## config.mk

```make
export PLATFORM = sky130hd
export DESIGN_NAME = ffht_mem
export DESIGN_NICKNAME = d
export VERILOG_FILES = /design/src/hw/rtl/ffht_mem.sv
export SDC_FILE = /design/constraint.sdc
export NUM_CORES = 2
export LEC_CHECK = 0
export BUFFER_PORTS_ARGS = -buffer_cell sky130_fd_sc_hd__buf_2
export CAP_MARGIN = 40
export CORE_MARGIN = 4
export CORE_UTILIZATION = 55
export CTS_CLUSTER_DIAMETER = 60
export DETAILED_ROUTE_END_ITERATION = 7
export GPL_TIMING_DRIVEN = 1
export PLACE_DENSITY = 0.71
export SYNTH_ARGS = -nofsm -noshare
export SYNTH_HDL_FRONTEND = slang
export SYNTH_SLANG_ARGS = --single-unit
```

## constraint.sdc

```tcl
create_clock -name i_clk -period 9 [get_ports i_clk]
set_input_delay 0.9 -clock i_clk [delete_from_list [all_inputs] [get_ports i_clk]]
set_output_delay 0.9 -clock i_clk [all_outputs]
set_load 0.01 [all_outputs]
```

## src/hw/rtl/ffht_mem.sv

```systemverilog
// Simple dual-port synchronous RAM, one write and one registered read port.
module ffht_mem #(
    parameter int DEPTH = 64,
    parameter int WIDTH = 32
) (
    input  logic                     i_clk,
    input  logic                     i_we,
    input  logic [$clog2(DEPTH)-1:0] i_waddr,
    input  logic [WIDTH-1:0]         i_wdata,
    input  logic [$clog2(DEPTH)-1:0] i_raddr,
    output logic [WIDTH-1:0]         o_rdata
);

    logic [WIDTH-1:0] r_mem [DEPTH];
    logic [WIDTH-1:0] r_rdata;

    always_ff @(posedge i_clk) begin
        if (i_we) begin
            r_mem[i_waddr] <= i_wdata;
        end
        r_rdata <= r_mem[i_raddr];
    end

    assign o_rdata = r_rdata;

endmodule

```

# After elaboration in Yosys (flattened, before gate mapping)
# Memories as Yosys holds them, arrays and structs flattened. A register that Yosys moved wholly into a read port is not among the register bits.
# Index checks and enable logic that the tools add are counted.
# word_totals
regBits,0
ram_bits,2048
input_bits,46
out_inout_bits,32
memories,1
# memory_table
memory,words,width,read_ports,rd_clocked_by_memory_dff,write_ports,line,source
r_mem,64,32,1,1,1,14,logic [WIDTH-1:0] r_mem [DEPTH];
# op_classes
mux,2
# op_table
op,n
$mux 1,2

# Depth between registers and ports, before layout
# depth
ltp_word,2
mapped_depth,10
depth_no_buf,5

# Worst setup path after synthesis
# Ideal clock, no wire load.
# synth_timing
path_type,in2reg
start,input i_waddr[3]
end,memory r_mem[48][0] (enable)
setup_ps,461
t_arrival_ps,3599
slack_ps,4940
stages,4
path_cell_list,clkbuf_1 > nor2b_1 > nand4b_1 > nor3_1
# synth_lines
item,line,source
start: declaration,8,"input logic [$clog2(DEPTH)-1:0] i_waddr,"
end: declaration,14,
# Straight into the memory's write port.

==> impl_metrics.csv <==
group,metric,value,unit
route,vias_per_cell,6.63,
sta,final-max-slew-violation-count,0,
logic_synthesis,synth_flop_cell,"edfxtp_1",
global_routing,grt_pass1_vias,37418,
sta,max_slew_margin,34.8,%
route,post_drt_wl_per_cell,34.6,um
sta,worstMarginPinSlew,0.978,ns
logic_synthesis,synth_edf_count,2048,
route,antenna_left,0,
clock_tree,clkLatencyLatePin,0.82,ns
route,drtIter0Drc,5294,
sta,fin_crit,3.71,ns
logic_synthesis,synth_area_per_cell,23.6,sq um
route,drcViolationCount,0,
setup_path,cp_max_fo,51,
floorplan,core.rowCount,138,
final_layout,finalNonFillerCells,5624,
setup_path,required,9.67,ns
logic_synthesis,synth_top_area_share,78.3,%
power,total_power,19.6,mW
logic_synthesis,syn_area,78500,sq um
clock_tree,cts_num_sinks,2080,
global_routing,grt_max_degree,105,
global_routing,antenna_found_initial,13,
sta,fin_crit_sh,41.2,%
sta,finalClockSkew,0.0274,ns
run_status,status,"completed",
final_layout,finalInstanceArea,88700,sq um
place,dp_slack,4.45,ns
place,gp_congestion,0.781,
floorplan,die_w,386,um
setup_path,crit_chain,"buf_8, buf_4, buf_4, mux4_2, mux4_2, o22ai_1, nor2_1",
logic_synthesis,yosysTopAreaCell,"edfxtp_1",
setup_path,worstPathArrival,4.38,ns
power,ir_drop,0.162,mV
floorplan,coreArea,142000,sq um
sta,fin_tns_setup,0,ns
sta,hold_viol_final,0,
floorplan,pin_count,78,
clock_tree,clk_pin_slew,0.06,ns
setup_path,endpoint_kind,"flop",
clock_tree,hold_buffers,0,
route,vias,37288,
final_layout,drive_above_1_share,29.6,%
route,wl,195000,um
flow_run,max_cap_violations,0,
place,dp_cells,5253,
clock_tree,clock_path_buffers,3,
setup_path,critical_path_class,"primary input to flop",
sta,setup_viol,0,
route,dr.pass1.iters,6,
clock_tree,cts_buffers,196,
logic_synthesis,ys_seq_area_share,79.1,%
sta,hold_ws,0.375,ns
global_routing,grt_usage,26.7,%
logic_synthesis,yosys_warnings,0,
global_routing,gr-total-overflow,0,
clock_tree,post_cts_resized,0,
sta,worst_slack,5.29,ns
final_layout,fillers,9205,
final_layout,final_common_cell,"edfxtp_1",
clock_tree,postCtsSetupBuffers,0,
sta,grt_setup_unrepaired,"no",
setup_path,worstSetupStartpointType,"primary input",
final_layout,layout.nets,3608,
floorplan,start_util,55.4,%
min_path,min_path_type,"primary input to flop",
logic_synthesis,yosysUniqueCellTypes,34,
setup_path,slowest_delay,0.67,ns
global_routing,grt_pass1_wl,278000,um
power,power.density,221,nW/um^2
final_layout,layout_common_cells,"2,048 x edfxtp_1, 544 x mux4_2, 202 x clkbuf_16, 99 x buf_4, 93 x mux2i_1",
sta,fmax,269,MHz
logic_synthesis,synth-seq-cells,2080,
final_layout,fin_util,62.6,%
setup_path,critical-path-slowest-cell,"buf_4",
clock_tree,cts_tree,"yes",
logic_synthesis,synthTopCellsByArea,"edfxtp_1 78%, mux4_2 16%, mux2i_1 1.2%",
logic_synthesis,async_flop_share,0,%
place,dp_hpwl,105000,um
clock_tree,cts_htree_levels,4,
logic_synthesis,syn_nets,3370,
place,port_buffers,77,
final_layout,syn2layout_area_growth,12.9,%
clock_tree,cts_root_buf,"clkbuf_16",
logic_synthesis,synthCells,3324,
floorplan,die_h,386,um
power,p_leak,27.6,nW
place,placed_area,82600,sq um
floorplan,die_area,149000,sq um
cell usage after synthesis (2+ instances only):
cell and instances:
edfxtp_1 2048, mux4_2 544, nor2_1 137, mux2i_1 93, o22ai_1 84, clkbuf_1 74
a21oi_1 62, buf_2 57, dfxtp_1 32, o221ai_1 27, nand2_1 26, buf_4 25
buf_1 21, nor2b_1 15, a22oi_1 12, a311oi_1 8, nand2b_1 8, nor3_1 7
buf_6 5, nand3_1 5, nand3b_1 5, a41o_1 4, and3_1 4, o32ai_1 4
or3_1 3, or3b_2 3, and2_1 2, nand4_1 2, or3b_1 2
worst max-delay path: cells and delay by family:
family	cells	cell delay [ns]
multiplexers	2	0.95
buffers and inverters	3	1.66
AO/OA/AOI/OAI	1	0.51
AND/OR/NAND/NOR	1	0.18
worst paths after layout:
| kind | depth (start not counted) | slack, ns | endpoint | start |
|---|---|---|---|---|
| worst max-delay path | 7 | 5.29 | o_rdata[29] | i_raddr[1] |
| worst min-delay path | 1 | 0.37 | r_mem[29][10] | i_wdata[10] |
| worst max register to register | 4 | 6.74 | o_rdata[29] | r_mem[11][29] |
| worst min register to register | 4 | 0.79 | o_rdata[17] | r_mem[28][17] |
registers in the layout (all words and copies together) (netlist names):
register and count:
r_mem 2048, o_rdata 32
metal layers:
layer	up-vias	global-route usage, %	routed length [um]
li1	14750	-	-
met1	19957	38.2	73800
met2	2261	42.1	95500
met3	316	5.31	19600
met4	4	8.87	5880
met5	-	0	23
cells by family (layout without fill, tap and decap cells):
logic type,Yosys count,count (layout),share of synthesized area (%)
flops,2080,2080,79.1
simple gates,223,223,1.27
buf+inv,182,583,1.13
mux,637,637,16.8
compound gates,202,202,1.67
other cells,0,9,0
final cells by class:
type / instances / area [sq um] / share of cell area (%)
clock inverter: 98 / 739 / 0.834
multi-input combinational: 1062 / 16000 / 18.0
antenna: 9 / 22.5 / 0.0254
clock buffer: 263 / 5320 / 6.00
sequential: 2080 / 62100 / 70.1
timing repair buffer: 222 / 2120 / 2.39
tap: 1890 / 2360 / 2.67
power by group:
part	internal (mW)	leakage, nW	switching, mW
clock	4.40	2.98	3.45
combinational	0.375	5.94	0.579
sequential	10.7	18.7	0.0503
total	15.5	27.6	4.08
No activity file was read; power rests on OpenSTA's default activity.
